$ cat src/rtl/abkf_pkg.sv
`default_nettype none

package abkf_pkg;

  // Field and register widths
  localparam int unsigned DATA_W = 32;
  localparam int unsigned CFG_W  = 31;
  localparam int unsigned DT_W   = 24;
  localparam int unsigned IDX_W  = 2;
  localparam int unsigned FRAC_W = 24;

  // Shared multiplier: operand A covers the 35-bit covariance term,
  // operand B a signed 32-bit value or a zero-extended register
  localparam int unsigned MA_W   = 35;
  localparam int unsigned MB_W   = 33;
  localparam int unsigned PROD_W = MA_W + MB_W;
  localparam int unsigned RND_W  = PROD_W - FRAC_W;
  localparam int unsigned ACC_W  = RND_W + 2;

  // Configuration register indexes
  localparam logic [IDX_W-1:0] CFG_ANGLE_NOISE = 2'd0;
  localparam logic [IDX_W-1:0] CFG_BIAS_NOISE  = 2'd1;
  localparam logic [IDX_W-1:0] CFG_MEAS_NOISE  = 2'd2;
  localparam logic [IDX_W-1:0] CFG_TIME_STEP   = 2'd3;

  // Register reset values
  localparam logic [CFG_W-1:0] ANGLE_NOISE_RST = 31'd16777;
  localparam logic [CFG_W-1:0] BIAS_NOISE_RST  = 31'd50332;
  localparam logic [CFG_W-1:0] MEAS_NOISE_RST  = 31'd503316;
  localparam logic [DT_W-1:0]  TIME_STEP_RST   = 24'd167772;

  localparam logic signed [DATA_W-1:0] S32_MAX = 32'sh7fff_ffff;
  localparam logic signed [DATA_W-1:0] S32_MIN = 32'sh8000_0000;

  typedef logic signed [DATA_W-1:0] s32_t;
  typedef logic signed [RND_W-1:0]  rnd_t;
  typedef logic signed [ACC_W-1:0]  acc_t;

  // Clamp a wide signed sum to signed 32 bits
  function automatic s32_t sat32(input acc_t v);
    logic [ACC_W-DATA_W:0] hi;
    hi = v[ACC_W-1:DATA_W-1];
    if ((&hi) || (~|hi)) begin
      return v[DATA_W-1:0];
    end else if (v[ACC_W-1]) begin
      return S32_MIN;
    end else begin
      return S32_MAX;
    end
  endfunction

endpackage

`default_nettype wire

$ cat src/rtl/abkf_mul.sv
`default_nettype none

module abkf_mul import abkf_pkg::*; (
  input  wire logic                   clk_i,
  input  wire logic                   en_i,
  input  wire logic signed [MA_W-1:0] a_i,
  input  wire logic signed [MB_W-1:0] b_i,
  output rnd_t                        rnd_o
);

  logic signed [PROD_W-1:0] prod_q;
  logic signed [PROD_W-1:0] biased;

  // Register the exact product
  always_ff @(posedge clk_i) begin
    if (en_i) begin
      prod_q <= a_i * b_i;
    end
  end

  // Scale down by the fraction width, nearest with ties toward plus infinity
  assign biased = prod_q + (PROD_W'(1) <<< (FRAC_W - 1));
  assign rnd_o  = biased[PROD_W-1:FRAC_W];

endmodule

`default_nettype wire

$ cat config.mk
export PLATFORM = sky130hd
export DESIGN_NAME = abkf_mul
export DESIGN_NICKNAME = d
export VERILOG_FILES = /design/src/rtl/abkf_pkg.sv /design/src/rtl/abkf_mul.sv
export SDC_FILE = /design/constraint.sdc
export NUM_CORES = 2
export LEC_CHECK = 0
export BUFFER_PORTS_ARGS = -buffer_cell sky130_fd_sc_hd__buf_2
export CAP_MARGIN = 10
export CORE_UTILIZATION = 52
export DETAILED_ROUTE_END_ITERATION = 16
export PLACE_DENSITY = 0.71
export SYNTH_ARGS = -nofsm -noshare
export SYNTH_HDL_FRONTEND = slang
export SYNTH_SLANG_ARGS = --single-unit
$ cat constraint.sdc
create_clock -name clk_i -period 12.98 [get_ports clk_i]
set_clock_uncertainty 0.15 [all_clocks]
set_input_delay 1.298 -clock clk_i [delete_from_list [all_inputs] [get_ports clk_i]]
set_output_delay 1.298 -clock clk_i [all_outputs]
set_load 0.01 [all_outputs]
After elaboration in Yosys (flattened, before gate mapping). Cells that the tools add are included. Widths: inputs -> output; s select.

Add/sub/neg operators: 1. Multiply operators: 1.

Operators by type and width (count): $add 68x25->68 const B (1); $mul 35x33->68 (1).

Flip-flop bits (word level): 68. Bits of input ports: 70. Output and inout bits: 44. Word-level logic and storage cells: 3.

Depth between registers and ports, before layout.
Depth after elaboration: 1. Gate-level depth with buffers: 28. Depth with buffers taken out: 27.

Least setup slack after synthesis. Ideal clock, no wire load.

Kind: input-to-reg. Start: input port a_i[34]. End: register prod_q[67] (data pin). Setup time: 265 ps. Data arrival time: 8548 ps. Required time: 12565 ps. Path slack: 4016 ps. Stages: 25. Buffers on the path: 2. Cell sequence: clkbuf_1 > nand2_1 > inv_1 > fa_1 > inv_1 > fa_1 > inv_1 > fa_1 > inv_1 > fa_1 > fa_1 > fa_1 > fa_1 > fa_1 > inv_1 > ha_1 > clkbuf_1 > o21a_1 > o22a_1 > a221o_1 > a31oi_2 > o2111ai_2 > a41o_4 > a2111oi_2 > nor3b_1.

Longest elaborated chain between the ends: 1.

RTL lines: start, declared (RTL line abkf_mul.sv:6) `input wire logic signed [MA_W-1:0] a_i,`; $mul 35x33->68 (RTL line abkf_mul.sv:17) `prod_q <= a_i * b_i;`; end signal, assigned (RTL line abkf_mul.sv:17); end, declared (RTL line abkf_mul.sv:11) `logic signed [PROD_W-1:0] prod_q;`.

Every way passes these cells. A chain may end at the register's enable or synchronous reset.

Worst setup path after layout.
Start: input port b_i[6]. End: register prod_q[57] (data pin).

Longest elaborated chain between the ends: 1.

RTL lines: start, declared (RTL line abkf_mul.sv:7) `input wire logic signed [MB_W-1:0] b_i,`; $mul 35x33->68 (RTL line abkf_mul.sv:17).

Every way passes these cells.

==> results.json <==
{
  "die_w_um": 287.2,
  "cts_sinks": 45,
  "synth_area_per_cell_um2": 9.387,
  "tightest_slew_ns": 1.040,
  "first_pass_iters": 5,
  "grt_pass1_wl_mm": 182.0,
  "period_minus_slack_ns": 9.774,
  "post_cts_buffers": 0,
  "cp.arrival_ns": 9.66,
  "path_max_fanout": 35,
  "wl_met3_mm": 6.320,
  "drv_cap": 0,
  "setup_viol": 0,
  "grt_pass1_vias": 34240,
  "hold_viol_final": 0,
  "core_area_um2": 80550,
  "top_layer": "met5",
  "cts_root_buffer": "clkbuf_16",
  "synthToLayoutAreaGrowth_pct": 2.929,
  "placed_area_um2": 43400,
  "initial_core_util": 0.5251,
  "end_kind": "register",
  "htreeDepth": 2,
  "dr_total_vias": 29720,
  "synth_nets": 5999,
  "ys_ff_latch": 45,
  "hold_end": "prod_q[26]$_DFFE_PP_",
  "synth_edf_count": 45,
  "grt.total_usage": 0.2872,
  "detail-route-antenna-nets": 0,
  "layout_commonest_cell": "fa_1",
  "cts-resized-gates": 0,
  "viasPerCell": 5.432,
  "yosysWarningCount": 0,
  "drc": 0,
  "syn_area_um2": 42300,
  "crit_type": "in -> reg",
  "status": "finished, final reports clean",
  "dr_wl_met2_mm": 55.69,
  "worstHoldStart": "en_i",
  "largest_register": "prod_q",
  "final_layout_size_suffix_gt1_frac": 0.03197,
  "clockBufferDepth": 2,
  "fmax_mhz": 102.3,
  "hold_buffers": 0,
  "fin_area_um2": 43540,
  "reg.largest.list": "prod_q (45)",
  "wire_per_inst_um": 20.04,
  "floorplan.io_pins": 114,
  "layout_common_cells": "fa_1 (1206), inv_1 (1189), nand2_1 (642)",
  "syn_inst": 4506,
  "relSlewSlack": 0.3069,
  "nNetsFinal": 5904,
  "grt_antenna_before_repair": 4,
  "drv_slew": 0,
  "post-dp-hpwl_mm": 87.62,
  "cts_tree": "done",
  "nFillCells": 7190,
  "yosys_most_used_dff": "edfxtp_1",
  "clkTransAtPathRegs_ns": 0.06,
  "routabilityCongestion": 0.9305,
  "largest_reg_flops": 45,
  "die-area_um2": 82490,
  "dr.first_iter.drc_count": 1737,
  "min_path_cells": 1,
  "dp_cells": 5464,
  "grt_max_degree": 46,
  "synth-seq-area-share": 0.03195,
  "hold_class": "in -> reg",
  "critical_path_required_ns": 12.86,
  "yosysUniqueCellTypes": 67,
  "critPathLaunchType": "input pin",
  "io_buffers": 113,
  "die_y_um": 287.2,
  "tns_ns": 0,
  "cts_buffers": 5,
  "finalNonFillerCells": 5472,
  "grt-ovfl-total": 0,
  "final.period_utilization": 0.7530,
  "num_rows": 104,
  "synthArstFlopShare": 0,
  "wl_met1_mm": 39.21,
  "wirelength_mm": 109.7,
  "rsz0062_at_grt": "no"
}
## metal layers
layer  vias up  GRT usage
met1     15570     0.3318
met4         2     0.1734
met5         -          0
met3       377    0.03571
li1      12590          -
met2      1191     0.5095
## worst max-delay path, stage by stage
cell,delay [ns]
buf_2,0.67
nand2_1,0.19
inv_1,0.18
fa_1,0.52
inv_1,0.18
fa_1,0.43
inv_1,0.22
fa_1,0.50
fa_1,1.00
fa_1,0.56
fa_1,0.52
fa_1,0.49
inv_1,0.05
fa_1,0.48
inv_1,0.04
ha_1,0.34
a21o_1,0.19
a21o_1,0.18
a21oi_2,0.27
o211ai_1,0.16
a311o_1,0.42
a31oi_1,0.34
inv_1,0.08
a21oi_1,0.18
xnor2_1,0.09
## cell families after synthesis
family                   after synthesis  share of synthesized area
adder cells (fa/ha/maj)             1423                     0.6350
XOR/XNOR                              99                    0.02050
AND/OR/NAND/NOR                     1342                     0.1571
flip-flops                            45                    0.03195
AO/OA/AOI/OAI                        184                    0.02973
buffers and inverters               1413                     0.1257
## cell type report
class,count,area [um2],area share
diodes,1,2.502,0.00005748
clock inverters,1,3.754,0.00008622
flip-flops and latches,45,1351,0.03104
well taps,1060,1326,0.03046
repair buffers,122,633.1,0.01454
inverters,1189,4463,0.1025
multi-input cells,3048,35630,0.8183
clock buffers,6,128.9,0.002960
## worst max path at each step
| stage | from | to | cells after the start | slack (ns) |
|---|---|---|---|---|
| floorplan | a_i[34] | prod_q[67]$_DFFE_PP_ | 25 | 4.02 |
| global placement | b_i[6] | prod_q[57]$_DFFE_PP_ | 25 | 3.13 |
| detailed placement | b_i[6] | prod_q[57]$_DFFE_PP_ | 25 | 2.99 |
| CTS | b_i[6] | prod_q[57]$_DFFE_PP_ | 25 | 3.28 |
| global route | a_i[34] | prod_q[67]$_DFFE_PP_ | 27 | 2.79 |
| finish | b_i[6] | prod_q[57]$_DFFE_PP_ | 25 | 3.21 |
## cell usage after synthesis (2+ instances only)
cell type  count  share of area
nor2b_1        5        0.00074
o21ai_0       26         0.0031
a32oi_1        2        0.00041
a31o_2         2        0.00041
ha_1         217          0.064
nor3_1         4        0.00047
nand4_1       18         0.0027
and2_1       546          0.081
xnor2_1       65          0.013
o2111ai_1      2        0.00041
and4_1         4        0.00083
o21a_1         4        0.00071
fa_1        1206           0.57
o21bai_1       8         0.0014
nor2_1        56         0.0050
and3_4         2        0.00053
a221o_1        2        0.00047
o221ai_1       2        0.00041
o21ai_1        4        0.00047
or3_1          2        0.00030
a31oi_1        7         0.0010
or2_2          3        0.00044
inv_1       1189           0.11
o22a_1         2        0.00041
o31ai_1        6         0.0011
nand3_1       23         0.0027
buf_1          4        0.00035
and3_1        15         0.0022
nand2_1      642          0.057
nand2b_1      14         0.0021
xor2_1        34         0.0070
buf_2          6        0.00071
a221oi_1       3        0.00062
a41oi_1        3        0.00062
o211ai_1       3        0.00053
clkbuf_1     213          0.019
a211oi_1       6         0.0011
a21o_1        32         0.0057
nor4_1         3        0.00044
o41ai_1        2        0.00041
a21oi_1       49         0.0058
edfxtp_1      45          0.032
## metrics by stage
| step | hold slack, ns | setup WS [ns] | utilization |
|---|---|---|---|
| 3_5_place_dp | 1.696 | 2.991 | 0.5388 |
| 5_1_grt | 1.644 | 2.792 | 0.5405 |
| 4_1_cts | 1.618 | 3.282 | 0.5405 |
| 3_3_place_gp | 1.693 | 3.134 | 0.5388 |
| 6_report | 1.591 | 3.206 | 0.5405 |
| 2_1_floorplan | 1.261 | 4.016 | - |
Power is left out: the tool's default activity adds up to more than one toggle a clock period on the data nets, which glitch-free logic cannot reach.
