**config.mk**
```make
export PLATFORM = sky130hd
export DESIGN_NAME = abkf_div
export DESIGN_NICKNAME = d
export VERILOG_FILES = /design/src/rtl/abkf_pkg.sv /design/src/rtl/abkf_div.sv
export SDC_FILE = /design/constraint.sdc
export NUM_CORES = 1
export LEC_CHECK = 0
export BUFFER_PORTS_ARGS = -buffer_cell sky130_fd_sc_hd__buf_2
export CAP_MARGIN = 30
export CORE_ASPECT_RATIO = 1.2
export CORE_MARGIN = 1.5
export CORE_UTILIZATION = 44
export DETAILED_ROUTE_END_ITERATION = 12
export GPL_ROUTABILITY_DRIVEN = 0
export HOLD_SLACK_MARGIN = 0.03
export PLACE_DENSITY = 0.75
export SLEW_MARGIN = 0
export SYNTH_ARGS = -nofsm -noshare
export SYNTH_HDL_FRONTEND = slang
export SYNTH_SLANG_ARGS = --single-unit
```
**constraint.sdc**
```tcl
create_clock -name clk_i -period 3.4 [get_ports clk_i]
set_input_delay 0.17 -clock clk_i [delete_from_list [all_inputs] [get_ports clk_i]]
set_output_delay 0.17 -clock clk_i [all_outputs]
set_load 0.1 [all_outputs]
```
**src/rtl/abkf_pkg.sv**
```systemverilog
`default_nettype none

package abkf_pkg;

  // Field and register widths
  localparam int unsigned DATA_W = 32;
  localparam int unsigned CFG_W  = 31;
  localparam int unsigned DT_W   = 24;
  localparam int unsigned IDX_W  = 2;
  localparam int unsigned FRAC_W = 24;

  // Shared multiplier: operand A covers the 35-bit covariance term,
  // operand B a signed 32-bit value or a zero-extended register
  localparam int unsigned MA_W   = 35;
  localparam int unsigned MB_W   = 33;
  localparam int unsigned PROD_W = MA_W + MB_W;
  localparam int unsigned RND_W  = PROD_W - FRAC_W;
  localparam int unsigned ACC_W  = RND_W + 2;

  // Configuration register indexes
  localparam logic [IDX_W-1:0] CFG_ANGLE_NOISE = 2'd0;
  localparam logic [IDX_W-1:0] CFG_BIAS_NOISE  = 2'd1;
  localparam logic [IDX_W-1:0] CFG_MEAS_NOISE  = 2'd2;
  localparam logic [IDX_W-1:0] CFG_TIME_STEP   = 2'd3;

  // Register reset values
  localparam logic [CFG_W-1:0] ANGLE_NOISE_RST = 31'd16777;
  localparam logic [CFG_W-1:0] BIAS_NOISE_RST  = 31'd50332;
  localparam logic [CFG_W-1:0] MEAS_NOISE_RST  = 31'd503316;
  localparam logic [DT_W-1:0]  TIME_STEP_RST   = 24'd167772;

  localparam logic signed [DATA_W-1:0] S32_MAX = 32'sh7fff_ffff;
  localparam logic signed [DATA_W-1:0] S32_MIN = 32'sh8000_0000;

  typedef logic signed [DATA_W-1:0] s32_t;
  typedef logic signed [RND_W-1:0]  rnd_t;
  typedef logic signed [ACC_W-1:0]  acc_t;

  // Clamp a wide signed sum to signed 32 bits
  function automatic s32_t sat32(input acc_t v);
    logic [ACC_W-DATA_W:0] hi;
    hi = v[ACC_W-1:DATA_W-1];
    if ((&hi) || (~|hi)) begin
      return v[DATA_W-1:0];
    end else if (v[ACC_W-1]) begin
      return S32_MIN;
    end else begin
      return S32_MAX;
    end
  endfunction

endpackage

`default_nettype wire

```
**src/rtl/abkf_div.sv**
```systemverilog
`default_nettype none

module abkf_div import abkf_pkg::*; (
  input  wire logic              clk_i,
  input  wire logic              rst_ni,
  input  wire logic              start_i,
  input  wire s32_t              num_i,
  input  wire logic [DATA_W-1:0] den_i,
  output logic                   done_o,
  output s32_t                   quo_o
);

  // Quotient bits left once the top of the shifted dividend is below den
  localparam int unsigned QB_W  = DATA_W - 1;
  localparam int unsigned HI_W  = DATA_W + FRAC_W - QB_W;
  localparam int unsigned CNT_W = $clog2(QB_W + 1);

  logic              busy_q;
  logic              done_q;
  logic              neg_q;
  logic              sat_q;
  logic [CNT_W-1:0]  cnt_q;
  logic [DATA_W-1:0] rem_q;
  logic [QB_W-1:0]   sh_q;
  logic [DATA_W-1:0] den_q;

  logic [DATA_W-1:0] mag;
  logic [HI_W-1:0]   hi;
  logic [DATA_W:0]   trial;
  logic [DATA_W:0]   shifted;
  logic              ge;
  logic [DATA_W-1:0] q_ext;

  assign mag     = num_i[DATA_W-1] ? (~num_i + 1'b1) : num_i;
  assign hi      = mag[DATA_W-1:DATA_W-HI_W];
  assign shifted = {rem_q, sh_q[QB_W-1]};
  assign ge      = shifted >= {1'b0, den_q};
  assign trial   = shifted - {1'b0, den_q};

  // Control: start, iterate one quotient bit a cycle, flag completion
  always_ff @(posedge clk_i or negedge rst_ni) begin
    if (!rst_ni) begin
      busy_q <= 1'b0;
      done_q <= 1'b0;
      cnt_q  <= '0;
    end else begin
      done_q <= 1'b0;
      if (start_i) begin
        if (DATA_W'(hi) >= den_i) begin
          done_q <= 1'b1;
        end else begin
          busy_q <= 1'b1;
          cnt_q  <= CNT_W'(QB_W);
        end
      end else if (busy_q) begin
        cnt_q <= cnt_q - 1'b1;
        if (cnt_q == CNT_W'(1)) begin
          busy_q <= 1'b0;
          done_q <= 1'b1;
        end
      end
    end
  end

  // Datapath: restoring division on the magnitude
  always_ff @(posedge clk_i) begin
    if (start_i) begin
      neg_q <= num_i[DATA_W-1];
      sat_q <= DATA_W'(hi) >= den_i;
      den_q <= den_i;
      rem_q <= DATA_W'(hi);
      sh_q  <= {mag[DATA_W-HI_W-1:0], {FRAC_W{1'b0}}};
    end else if (busy_q) begin
      rem_q <= ge ? trial[DATA_W-1:0] : shifted[DATA_W-1:0];
      sh_q  <= {sh_q[QB_W-2:0], ge};
    end
  end

  // Apply sign, clamp when the quotient overflows 32 bits
  assign q_ext  = {1'b0, sh_q};
  assign done_o = done_q;
  always_comb begin
    if (sat_q) begin
      quo_o = neg_q ? S32_MIN : S32_MAX;
    end else begin
      quo_o = neg_q ? s32_t'(~q_ext + 1'b1) : s32_t'(q_ext);
    end
  end

endmodule

`default_nettype wire

```
# [Word-level counts from Yosys, hierarchy flattened]
# Cells that the tools add are included.
[word_totals] in_bits=67 regBits=104
[classes] n_addsub=4 bitwise=2 n_mux=20 order_cmp=2 eq_ne=2 reduce_logical=2
[op_table] cell="2-to-1 mux 32 bit" count=5
[op_table] cell="adder 32 x 1 -> 32 bit (second input constant)" count=2
[op_table] cell="2-to-1 mux 31 bit" count=2
[op_table] cell="2-to-1 mux 25 bit" count=2
[op_table] cell=">= comparator 33 x 32 -> 1 bit" count=1
[op_table] cell=">= comparator 25 x 32 -> 1 bit" count=1
[op_table] cell="NOT 31 -> 32 bit" count=1
[op_table] cell="NOT 32 bit" count=1
[op_table] cell="subtractor 32 bit" count=1
[op_table] cell="2-to-1 mux 5 bit" count=3
[op_table] cell="2-to-1 mux 1 bit" count=8
[op_table] cell="== test 5 x 1 -> 1 bit (second input constant)" count=1
[op_table] cell="subtractor 5 x 1 -> 5 bit (second input constant)" count=1
[op_table] cell="!= test 2 bit (second input constant)" count=1
[op_table] cell="AND reduction 2 bit" count=1
[op_table] cell="nonzero test 2 bit" count=1

# [Depth between registers and ports, before layout]
# Gate-level depths: netlist of the first run.
[depth] depth_word=6 mapped_depth=20

# [Worst setup path before layout of the first run]
# OpenSTA, ideal clock, no wires.
[synth_path] path_kind="reg2out" start="reg sh_q[0]" end="out quo_o[30]" setup_slack_ns=-1.354 t_required_ns=3.230 path_buffers=0 stages_incl_launch_ff=10 t_arrival_ns=4.584 path_cell_list="dfxtp_1 -> inv_1 -> ha_1 -> inv_1 -> or3_4 -> or3_4 -> nor4_4 -> nand2_2 -> nor2_1 -> o311ai_0"
[synth_between] elab_chain_cells=4
[synth_lines] item="from (decl)" line="abkf_div.sv:24" rtl="logic [QB_W-1:0] sh_q;"
[synth_lines] item="from (signal assigned)" line="abkf_div.sv:72" rtl="sh_q <= {mag[DATA_W-HI_W-1:0], {FRAC_W{1'b0}}};"
[synth_lines] item="from (signal assigned)" line="abkf_div.sv:75" rtl="sh_q <= {sh_q[QB_W-2:0], ge};"
[synth_lines] item="NOT 31 -> 32 bit" line="abkf_div.sv:86" rtl="quo_o = neg_q ? s32_t'(~q_ext + 1'b1) : s32_t'(q_ext);"
[synth_lines] item="adder 32 x 1 -> 32 bit" line="abkf_div.sv:86"
[synth_lines] item="2-to-1 mux 32 bit" line="abkf_div.sv:86"
[synth_lines] item="2-to-1 mux 32 bit" line="abkf_div.sv:83" rtl="if (sat_q) begin"
[synth_lines] item="to (decl)" line="abkf_div.sv:10" rtl="output s32_t quo_o"
# Every way passes these cells.

# [Worst setup path after layout of the first run]
[layout_path] start="in num_i[0]" end="reg done_q, in the netlist done_o"
[layout_between] elab_chain_cells=6
[layout_lines] item="from (decl)" line="abkf_div.sv:7" rtl="input wire s32_t num_i,"
[layout_lines] item="NOT 32 bit" line="abkf_div.sv:34" rtl="assign mag = num_i[DATA_W-1] ? (~num_i + 1'b1) : num_i;"
[layout_lines] item="adder 32 x 1 -> 32 bit" line="abkf_div.sv:34"
[layout_lines] item="2-to-1 mux 32 bit" line="abkf_div.sv:34"
[layout_lines] item=">= comparator 25 x 32 -> 1 bit" line="abkf_div.sv:49" rtl="if (DATA_W'(hi) >= den_i) begin"
[layout_lines] item="2-to-1 mux 1 bit" line="abkf_div.sv:49"
[layout_lines] item="2-to-1 mux 1 bit" line="abkf_div.sv:48" rtl="if (start_i) begin"
[layout_lines] item="to (signal assigned)" line="abkf_div.sv:44" rtl="done_q <= 1'b0;"
[layout_lines] item="to (signal assigned)" line="abkf_div.sv:47" rtl="done_q <= 1'b0;"
[layout_lines] item="to (signal assigned)" line="abkf_div.sv:50" rtl="done_q <= 1'b1;"
[layout_lines] item="to (decl)" line="abkf_div.sv:19" rtl="logic done_q;"
# Every way passes these cells.
# A chain may end at the register's enable or synchronous reset.

==> results of run 1 <==
==> cells in the mapped netlist (8+ instances only) <==
master / n
a211oi_1: 14
a21o_1: 32
a21oi_1: 64
clkbuf_1: 30
dfxtp_1: 31
edfxtp_1: 66
ha_1: 61
inv_1: 72
mux2_2: 8
mux2i_1: 48
nand2_1: 67
nand2b_1: 12
nand3_1: 19
nand4_1: 10
nor2_1: 93
nor3_1: 13
nor4_1: 8
o21ai_0: 44
o31ai_1: 11
or3_1: 13
xnor2_1: 41
xor2_1: 27
==> through the flow <==
stage / setup TNS, ns / instance area (µm²)
2_1_floorplan: -3.76 / 8320
3_3_place_gp: -7.01 / 9570
3_5_place_dp: -7.54 / 9570
4_1_cts: -2.42 / 10300
5_1_grt: -4.37 / 10400
6_report: -2.31 / 10400
==> placed cells by master (no fill, tap or decap), drive strengths merged, types with 10 or more instances in the layout <==
| master | n |
|---|---|
| a211oi | 14 |
| a21o | 32 |
| a21oi | 64 |
| buf | 185 |
| clkbuf | 22 |
| dfxtp | 31 |
| dlygate4sd3 | 33 |
| edfxtp | 66 |
| ha | 61 |
| inv | 72 |
| mux2i | 48 |
| nand2 | 68 |
| nand2b | 14 |
| nand3 | 19 |
| nand4 | 10 |
| nor2 | 94 |
| nor3 | 13 |
| nor4 | 11 |
| o21ai | 47 |
| o31ai | 12 |
| or3 | 17 |
| xnor2 | 41 |
| xor2 | 27 |
==> worst reg2reg max path: cells and delay by family (launching register included) <==
family	cells	cell delay (ns)
AOI/OAI and AO/OA	4	0.86
xor gates and xnor gates	1	0.06
adders and majority gates	2	0.63
buffers and inverters	2	0.23
DFF	1	0.37
muxes	2	0.53
and+or+nand+nor	2	0.29
==> path summary, 6_finish.rpt <==
kind	start	end	slack [ns]	cells after the start
max	num_i[0]	done_o	-0.32	21
min	rst_ni	cnt_q[3]	0.19	2
min in group clk_i	num_i[0]	sh_q[24]	0.23	4
min reg2reg	rem_q[31]	rem_q[31]	0.50	2
max reg2reg	sh_q[30]	rem_q[24]	0.18	13
max in group asynchronous	rst_ni	done_o	3.05	2
==> repair_timing <==
item                       CTS  global route
buffers inserted             4             6
resized for setup           18            20
gates cloned                 0             0
hold buffers                33             0
pin swaps                   16             6
setup endpoints to repair   13            43
hold endpoints to repair    39             0
==> final cells by class <==
cell class	instances	share of cell area
clock buffers	16	0.0272
inverters	72	0.0277
multi-input cells	701	0.496
flip-flops and latches	104	0.267
well taps	224	0.0269
repair buffers	224	0.155
==> report_power, final <==
part / total [W] / internal, W / switching, W
Clock: 0.00100 / 0.000564 / 0.000438
Sequential: 0.00178 / 0.00162 / 0.000152
Combinational: 0.00435 / 0.00176 / 0.00258
==> per-layer routing <==
layer	vias to the layer above	GRT usage	wire (µm)
met5	-	0	0
met2	190	0.371	10100
li1	3702	-	-
met4	0	0.0674	461
met1	3433	0.250	8620
met3	28	0.0242	665
==> registers in the layout (all words and copies together) (netlist names) <==
signal,count
sat_q,1
busy_q,1
done_o,1
cnt_q,5
neg_q,1
rem_q,32
sh_q,31
den_q,32
==> logic make-up (layout without fill, tap and decap cells) <==
group	after synthesis	count (layout)
flip-flops	104	104
AND/OR/NAND/NOR	281	281
adder cells (fa/ha/maj)	62	62
multiplexers	56	56
buffers and inverters	114	312
AO/OA/AOI/OAI	234	234
XOR/XNOR	68	68
==> results.json, run 1 <==
{
  "violations": "setup timing",
  "root_buffer": "clkbuf_16",
  "syn_nets": 1048,
  "place_hpwl_um": 15200,
  "layout-drive-gt1-share": 0.240,
  "crit_type": "input port to flop",
  "grt_overflow": 0,
  "netlist_area_um2": 8200,
  "drt_iter0_drc": 513,
  "timing.final.ws_setup_ns": -0.315,
  "fin_nets": 1241,
  "grt_first_pass_wirelength_um": 33000,
  "cts.path.max_buffers": 2,
  "arrival_ns": 3.95,
  "netlist_top_cells_area": "edfxtp_1 (24%), ha_1 (9.3%), dfxtp_1 (7.6%)",
  "cts_tree": "yes",
  "die_h_um": 153,
  "synth-edff-count": 66,
  "multiInputGateArea_um2": 5160,
  "hold_ws_ns": 0.193,
  "synth_seq_cells": 104,
  "grt_pass1_vias": 7220,
  "endpoint_kind": "flop",
  "path_buf_inv": 2,
  "yosys.area.top_type": "edfxtp_1",
  "vias_per_cell": 5.48,
  "synthXorXnorAreaFrac": 0.0727,
  "path_clk_slew_ns": 0.06,
  "hold_path.class": "input port to asynchronous set/reset pin",
  "synth_top_cell_area_share": 0.242,
  "io_pins": 100,
  "synthFlopType": "edfxtp_1",
  "finalSetupViolations": 9,
  "peakVddDrop_uv": 384,
  "die_w_um": 128,
  "cp.required_ns": 3.63,
  "slew_viol_final": 0,
  "io_buffers": 99,
  "synth_fa_ha_area_frac": 0.0956,
  "clock-sinks": 104,
  "synth_top_family_by_area": "compound AO/OA/AOI/OAI gates",
  "status": "finished with violations",
  "ant_nets": 0,
  "initial_core_util": 0.449,
  "slowest_delay_ns": 0.43,
  "power.density_nw_per_um2": 685,
  "antenna_found_initial": 0,
  "async_reset_ff_frac": 0.0673,
  "rsz0062_at_grt": "yes",
  "first_pass_iters": 5,
  "grt_util_all_layers": 0.205,
  "cp_slowest_cell": "or4_4",
  "tightest_slew_ns": 0.720,
  "fmax_mhz": 269,
  "antenna_cells": 0,
  "routedWlPerCell_um": 14.8,
  "area_growth_pct": 26.9,
  "fin_crit_sh": 1.09,
  "syn_area_per_cell_um2": 8.92,
  "cp_max_fo": 3,
  "startpoint_type": "input port",
  "relSlewSlack": 0.520,
  "ys_types": 76,
  "synth_warnings": 0,
  "maxCapViolCount": 0,
  "skew_ns": 0.0118,
  "stdcell_count": 1341,
  "numCtsBuffers": 9,
  "dp.cells": 1282,
  "dp_slack_ns": -1.02,
  "cp_top_family": "simple AND/OR/NAND/NOR gates",
  "synth-compound-area-share": 0.192,
  "yosysSeqAreaShare": 0.339,
  "crit_path_cell_trace": "buf_8 > inv_6 > ha_4 > nand2_2 > or3_4 > nand2b_4 > or4_4 > or3_4 > o41ai_4 > xnor2_1 > ha_1 > a21o_1 > a21o_1 > a21oi_2 > nor2b_1 > o21ai_1 > nand2b_1 > a21oi_2 > o21a_1 > o311ai_4 > and3b_1",
  "yosys.area_share.simple": 0.174,
  "dieArea_um2": 19500,
  "floorplan.rows": 54,
  "routed-via-count": 7353,
  "clk_latency_ns": 0.35,
  "syn_inst": 919,
  "ff_latch_area_um2": 2780,
  "hold_viol_final": 0,
  "htreeDepth": 3,
  "grt_max_degree": 43,
  "wl_um": 19800,
  "route.detailed.drc": 0,
  "fin_crit_ns": 3.72,
  "synth_mux_area_frac": 0.0696,
  "n_fill_cell": 1630,
  "core_um2": 18200,
  "utilization": 0.570,
  "power.total_w": 0.00712,
  "power.leakage_nw": 4.97
}
Power figures use the tool's default switching activity.
==> inputs of run 2 (changes only) <==
Settings changed: RECOVER_POWER set to 50.
==> run 2 against run 1 <==
  * The run ends with capacitance limit, slew limit, setup timing left
  * Cell area down 0.43%
  * Critical path depth unchanged
  * Register-to-register slack worse by 0.15 ns
  * Wire length down 0.29%
  * Sequential share of layout area up 0.12 points
  * Die area unchanged
  * Critical endpoint unchanged
==> results.json, run 2 (synthesis results as in run 1) <==
{
  "rr_endpoint": "cnt_q[3]",
  "arrival_ns": 3.95,
  "io_pins": 100,
  "hold_ws_ns": 0.233,
  "timing.final.ws_setup_ns": -0.319,
  "drt_iter0_drc": 547,
  "cp.required_ns": 3.63,
  "rsz0062_at_grt": "yes",
  "status": "finished with violations",
  "die_h_um": 153,
  "antenna_found_initial": 0,
  "dp_slack_ns": -1.02,
  "worstRegToRegCells": 5,
  "violations": "capacitance limit, slew limit, setup timing",
  "fin_crit_ns": 3.72,
  "power.total_w": 0.00711,
  "route.detailed.drc": 0,
  "skew_ns": 0.0102,
  "worstSetupStartpoint": "num_i[1]",
  "place_hpwl_um": 15200,
  "htreeDepth": 3,
  "fmax_mhz": 269,
  "floorplan.rows": 54,
  "startpoint_type": "input port",
  "finalSetupViolations": 9,
  "numCtsBuffers": 9,
  "final_cell_area_um2": 10400,
  "cp_slowest_cell": "or4_4",
  "tightest_slew_ns": 2.08,
  "routedWlPerCell_um": 14.7,
  "slew_viol_final": 37,
  "final_common_cell": "nor2_1",
  "r2r-start": "busy_q",
  "cts_tree": "yes",
  "grt_max_degree": 43,
  "maxCapViolCount": 1,
  "first_pass_iters": 5,
  "power.density_nw_per_um2": 687,
  "initial_core_util": 0.449,
  "layout-drive-gt1-share": 0.211,
  "path_clk_slew_ns": 0.06,
  "crit_end": "done_o",
  "area_growth_pct": 26.4,
  "placed_area_um2": 9570,
  "wl_um": 19700,
  "layout_common_cells": "nor2_1 (93), buf_4 (89), inv_1 (70), nand2_1 (66), edfxtp_1 (66)",
  "routed-via-count": 7343,
  "crit_type": "input port to flop",
  "grt_first_pass_wirelength_um": 33000,
  "vias_per_cell": 5.48,
  "clk_latency_ns": 0.35,
  "core_um2": 18200,
  "reg2reg_setup_slack_ns": 0.03,
  "io_buffers": 99,
  "tns_ns": -2.34,
  "peakVddDrop_uv": 384,
  "clock-sinks": 104,
  "top_regs": "den_q: 32 flops, rem_q: 32 flops, sh_q: 31 flops",
  "endpoint_kind": "flop",
  "grt_pass1_vias": 7220,
  "hold_path.class": "input port to flop",
  "fin_crit_sh": 1.09,
  "hold_viol_final": 0,
  "die_w_um": 128,
  "antenna_cells": 0,
  "slowest_delay_ns": 0.43,
  "ant_nets": 0,
  "fin_nets": 1241,
  "crit_path_cell_trace": "buf_6 > inv_12 > ha_4 > nand2_2 > or3_4 > nand2b_4 > or4_4 > or3_4 > o41ai_4 > xnor2_1 > ha_1 > a21o_1 > a21o_1 > a21oi_2 > nor2b_1 > o21ai_1 > nand2b_1 > a21oi_2 > o21a_1 > o311ai_4 > and3b_1",
  "relSlewSlack": -0.389,
  "grt_overflow": 0,
  "root_buffer": "clkbuf_16",
  "power.leakage_nw": 4.88,
  "cp_max_fo": 3,
  "cts.path.max_buffers": 2,
  "grt_util_all_layers": 0.205,
  "dieArea_um2": 19500
}
## run 2: cell types whose count changed in the layout (fill, tap and decap cells not counted), sizes merged
cell	delta
buf	-32
clkbuf	+32
## run 2: what timing repair did
| action | 4_1_cts | 5_1_grt |
|---|---|---|
| setup endpoints to repair | 13 | 43 |
| pin swaps | 16 | 6 |
| resized for setup | 18 | 20 |
| endpoints found under the hold margin | 39 | 0 |
| hold buffers | 33 | 0 |
| setup buffers | 4 | 6 |
## run 2: metal layers
layer / vias up / GRT usage / part of all wire
li1: 3707 / - / -
met1: 3417 / 0.250 / 0.44
met2: 190 / 0.371 / 0.51
met3: 29 / 0.0242 / 0.032
met4: 0 / 0.0674 / 0.024
met5: - / 0 / 0
## run 2: worst min-delay path by stage
stage / depth (start not counted) / slack, ns / startpoint / endpoint
finish: 4 / 0.23 / num_i[0] / sh_q[24]
global placement: 1 / 0.003 / rst_ni / cnt_q[3]
floorplan: 0 / -0.13 / rst_ni / busy_q
global route: 4 / 0.24 / num_i[0] / sh_q[24]
CTS: 2 / 0.20 / rst_ni / cnt_q[3]
detailed placement: 1 / 0.009 / rst_ni / cnt_q[3]
## run 2: report_power, final
| group | switching, W | internal (W) |
|---|---|---|
| Combinational | 0.00258 | 0.00176 |
| Sequential | 0.000151 | 0.00162 |
| Clock | 0.000434 | 0.000564 |
| Total | 0.00317 | 0.00395 |
## run 2: layout make-up
| type | instances | area, µm² |
|---|---|---|
| fill | 1648 | 7890 |
| multi-input combinational | 701 | 5160 |
| sequential | 104 | 2780 |
| timing repair buffer | 224 | 1570 |
| inverter | 72 | 288 |
| clock buffer | 16 | 283 |
| tap | 224 | 280 |
## run 2: stage by stage
stage,instances,utilization
2_1_floorplan,919,-
3_3_place_gp,1282,0.525
3_5_place_dp,1282,0.525
4_1_cts,1335,0.564
5_1_grt,1341,0.568
6_report,1341,0.568
## run 2: worst max-delay path, delay by kind of cell
| kind | cells | cell delay, ns |
|---|---|---|
| AO/OA/AOI/OAI | 8 | 1.28 |
| XOR/XNOR | 1 | 0.17 |
| AND/OR/NAND/NOR | 8 | 1.74 |
| adder cells (fa/ha/maj) | 2 | 0.39 |
| buffers and inverters | 2 | 0.17 |
==> inputs of run 3 (changes only) <==
Settings changed: ABC_AREA set to 1.
==> run 3 against run 2 <==
  * Synthesized cell count increased by 50%
  * Combinational power about the same
  * Hold slack got worse by 0.12 ns
  * Worst setup slack improved by 0.65 ns
  * Die area increased by 11%
  * The flow now finishes without violations
  * Non-clock buffer count decreased by 84
  * Final cell count increased by 32%
  * Global-route usage increased by 3.5 points
  * Area after synthesis increased by 11%
==> results.json, run 3 <==
{
  "power_frac_seq": 0.244,
  "synth_common_cells": "nand2_1 (447), inv_1 (247), nor2_1 (113), nand3_1 (84), edfxtp_1 (66)",
  "power.leakage_nw": 5.45,
  "ff_latch_area_um2": 2780,
  "crit_type": "flop to output pin",
  "ys_types": 46,
  "startpoint_type": "flop",
  "fin_nets": 1625,
  "syn_inst": 1376,
  "numCtsBuffers": 9,
  "final_common_cell": "nand2_1",
  "root_buffer": "clkbuf_16",
  "synth-compound-area-share": 0.0768,
  "synth-edff-count": 66,
  "pwr-share-comb": 0.605,
  "top_regs": "den_q: 32 flops, rem_q: 32 flops, sh_q: 31 flops",
  "routed-via-count": 9093,
  "drt_iter0_drc": 559,
  "cts_tree": "yes",
  "wl_um": 25300,
  "fmax_mhz": 326,
  "timing.final.ws_setup_ns": 0.328,
  "synth_warnings": 0,
  "yosysMostFrequentCell": "nand2_1",
  "antenna_found_initial": 0,
  "synth_top_cell_area_share": 0.217,
  "status": "finished clean",
  "initial_core_util": 0.449,
  "rsz0062_at_grt": "no",
  "n_fill_cell": 2003,
  "grt_pass1_vias": 9037,
  "ant_nets": 0,
  "netlist_area_um2": 9120,
  "yosys.area.top_type": "edfxtp_1",
  "tns_ns": 0,
  "die_h_um": 161,
  "area_growth_pct": 14.5,
  "async_reset_ff_frac": 0.0673,
  "syn_nets": 1505,
  "cp_slowest_cell": "nor3_1",
  "multiInputGateArea_um2": 5260,
  "fin_crit_ns": 3.07,
  "grt_max_degree": 40,
  "cp_top_family": "simple AND/OR/NAND/NOR gates",
  "layout_common_cells": "nand2_1 (447), inv_1 (247), nor2_1 (113), nand3_1 (84), edfxtp_1 (66)",
  "finalSetupViolations": 0,
  "grt_util_all_layers": 0.240,
  "core_um2": 20300,
  "cts.path.max_buffers": 2,
  "arrival_ns": 2.90,
  "p_int_w": 0.00350,
  "path_buf_inv": 2,
  "antenna_cells": 0,
  "relSlewSlack": 0.224,
  "crit_path_cell_trace": "inv_1 > ha_1 > nand3_1 > nor2_1 > nand2_1 > nor3_1 > nand3_1 > nand2_1 > nand2_1 > nand2_1 > nand2_1 > o21ai_1 > buf_2",
  "syn_area_per_cell_um2": 6.63,
  "yosys.area_share.simple": 0.351,
  "route.detailed.drc": 0,
  "clk_latency_ns": 0.35,
  "endpoint_kind": "output pin",
  "io_pins": 100,
  "cp.required_ns": 3.23,
  "grt_first_pass_wirelength_um": 42000,
  "path_clk_slew_ns": 0.07,
  "synth_fa_ha_area_frac": 0.0858,
  "clkPwrFrac": 0.151,
  "floorplan.rows": 57,
  "power_switching_w": 0.00364,
  "hold_viol_final": 0,
  "synth_seq_cells": 104,
  "clock-sinks": 104,
  "yosysSeqAreaShare": 0.304,
  "maxCapViolCount": 0,
  "vias_per_cell": 5.15,
  "peakVddDrop_uv": 608,
  "io_buffers": 99,
  "first_pass_iters": 6,
  "grt_overflow": 0,
  "fin_crit_sh": 0.903,
  "synth_mux_area_frac": 0,
  "layout-drive-gt1-share": 0.0726,
  "htreeDepth": 3,
  "dieArea_um2": 21600,
  "crit_top_cell": "nand2_1",
  "power.density_nw_per_um2": 683,
  "cp_max_fo": 5,
  "p_sw_frac": 0.510,
  "die_w_um": 134,
  "routedWlPerCell_um": 14.3,
  "synthFlopType": "edfxtp_1",
  "slowest_delay_ns": 0.49,
  "tightest_slew_ns": 1.17,
  "slew_viol_final": 0,
  "skew_ns": 0.0154,
  "netlist_top_cells_area": "edfxtp_1 (22%), nand2_1 (18%), inv_1 (10%)",
  "place_hpwl_um": 20100,
  "synthXorXnorAreaFrac": 0.0624,
  "hold_path.class": "input port to flop",
  "synth_top_family_by_area": "simple AND/OR/NAND/NOR gates",
  "dp_slack_ns": 0.131
}
[run 3: worst paths after layout]
kind                            cells after the start  slack, ns       from   endpoint
worst min register to register                      2       0.48  rem_q[29]  rem_q[29]
worst max register to register                     10       0.55  rem_q[24]   rem_q[1]
worst min-delay path                                1       0.11  den_i[14]  den_q[14]
max in group asynchronous                           2       2.86     rst_ni   cnt_q[4]
min in group asynchronous                           2       0.26     rst_ni     busy_q
worst max-delay path                               13       0.33    sh_q[0]  quo_o[26]
[run 3: cells by family after synthesis]
logic type,Yosys count
buffers and inverters,278
AND/OR/NAND/NOR,744
AO/OA/AOI/OAI,123
flip-flops,104
adder cells (fa/ha/maj),62
XOR/XNOR,65
[run 3: power by group through the flow]
| stage | Clock [W] | Sequential [W] | Combinational [W] |
|---|---|---|---|
| 6_report | 0.00107 | 0.00174 | 0.00432 |
| 5_1_grt | 0.00113 | 0.00177 | 0.00477 |
| 4_1_cts | 0.00109 | 0.00174 | 0.00427 |
| 3_5_place_dp | 0 | 0.00176 | 0.00422 |
| 3_3_place_gp | 0 | 0.00176 | 0.00418 |
| 2_1_floorplan | 0 | 0.00172 | 0.00339 |
[run 3: routing by layer]
| metal | up-vias | global-route usage | wire length (µm) | share of wire |
|---|---|---|---|---|
| li1 | 4610 | - | - | - |
| met1 | 4154 | 0.271 | 10200 | 0.40 |
| met5 | - | 0 | 0 | 0 |
| met4 | 0 | 0.120 | 1090 | 0.043 |
| met3 | 69 | 0.0354 | 1320 | 0.052 |
| met2 | 260 | 0.436 | 12700 | 0.50 |
[run 3: through the flow]
| stage | util | power (W) | hold WS, ns | instance area, µm² | cells |
|---|---|---|---|---|---|
| CTS | 0.517 | 0.00711 | 0.0374 | 10500 | 1766 |
| finish | 0.514 | 0.00713 | 0.114 | 10400 | 1766 |
| global route | 0.514 | 0.00767 | 0.101 | 10400 | 1766 |
| floorplan | - | 0.00511 | -0.126 | 9120 | 1376 |
| detailed placement | 0.488 | 0.00599 | 0.0115 | 9910 | 1721 |
| global placement | 0.485 | 0.00594 | 0.00259 | 9860 | 1719 |
[run 3: final cells by class]
type,instances,area share
clock buffers,10,0.0219
clock inverters,6,0.00695
inverters,247,0.0887
multi-input cells,994,0.503
flip-flops and latches,104,0.266
well taps,265,0.0317
repair buffers,140,0.0819
[run 3: timing repair]
action | CTS | global route
hold buffers | 29 | 0
gates resized for setup | 0 | 0
setup buffers | 0 | 0
hold endpoints to repair | 35 | 0
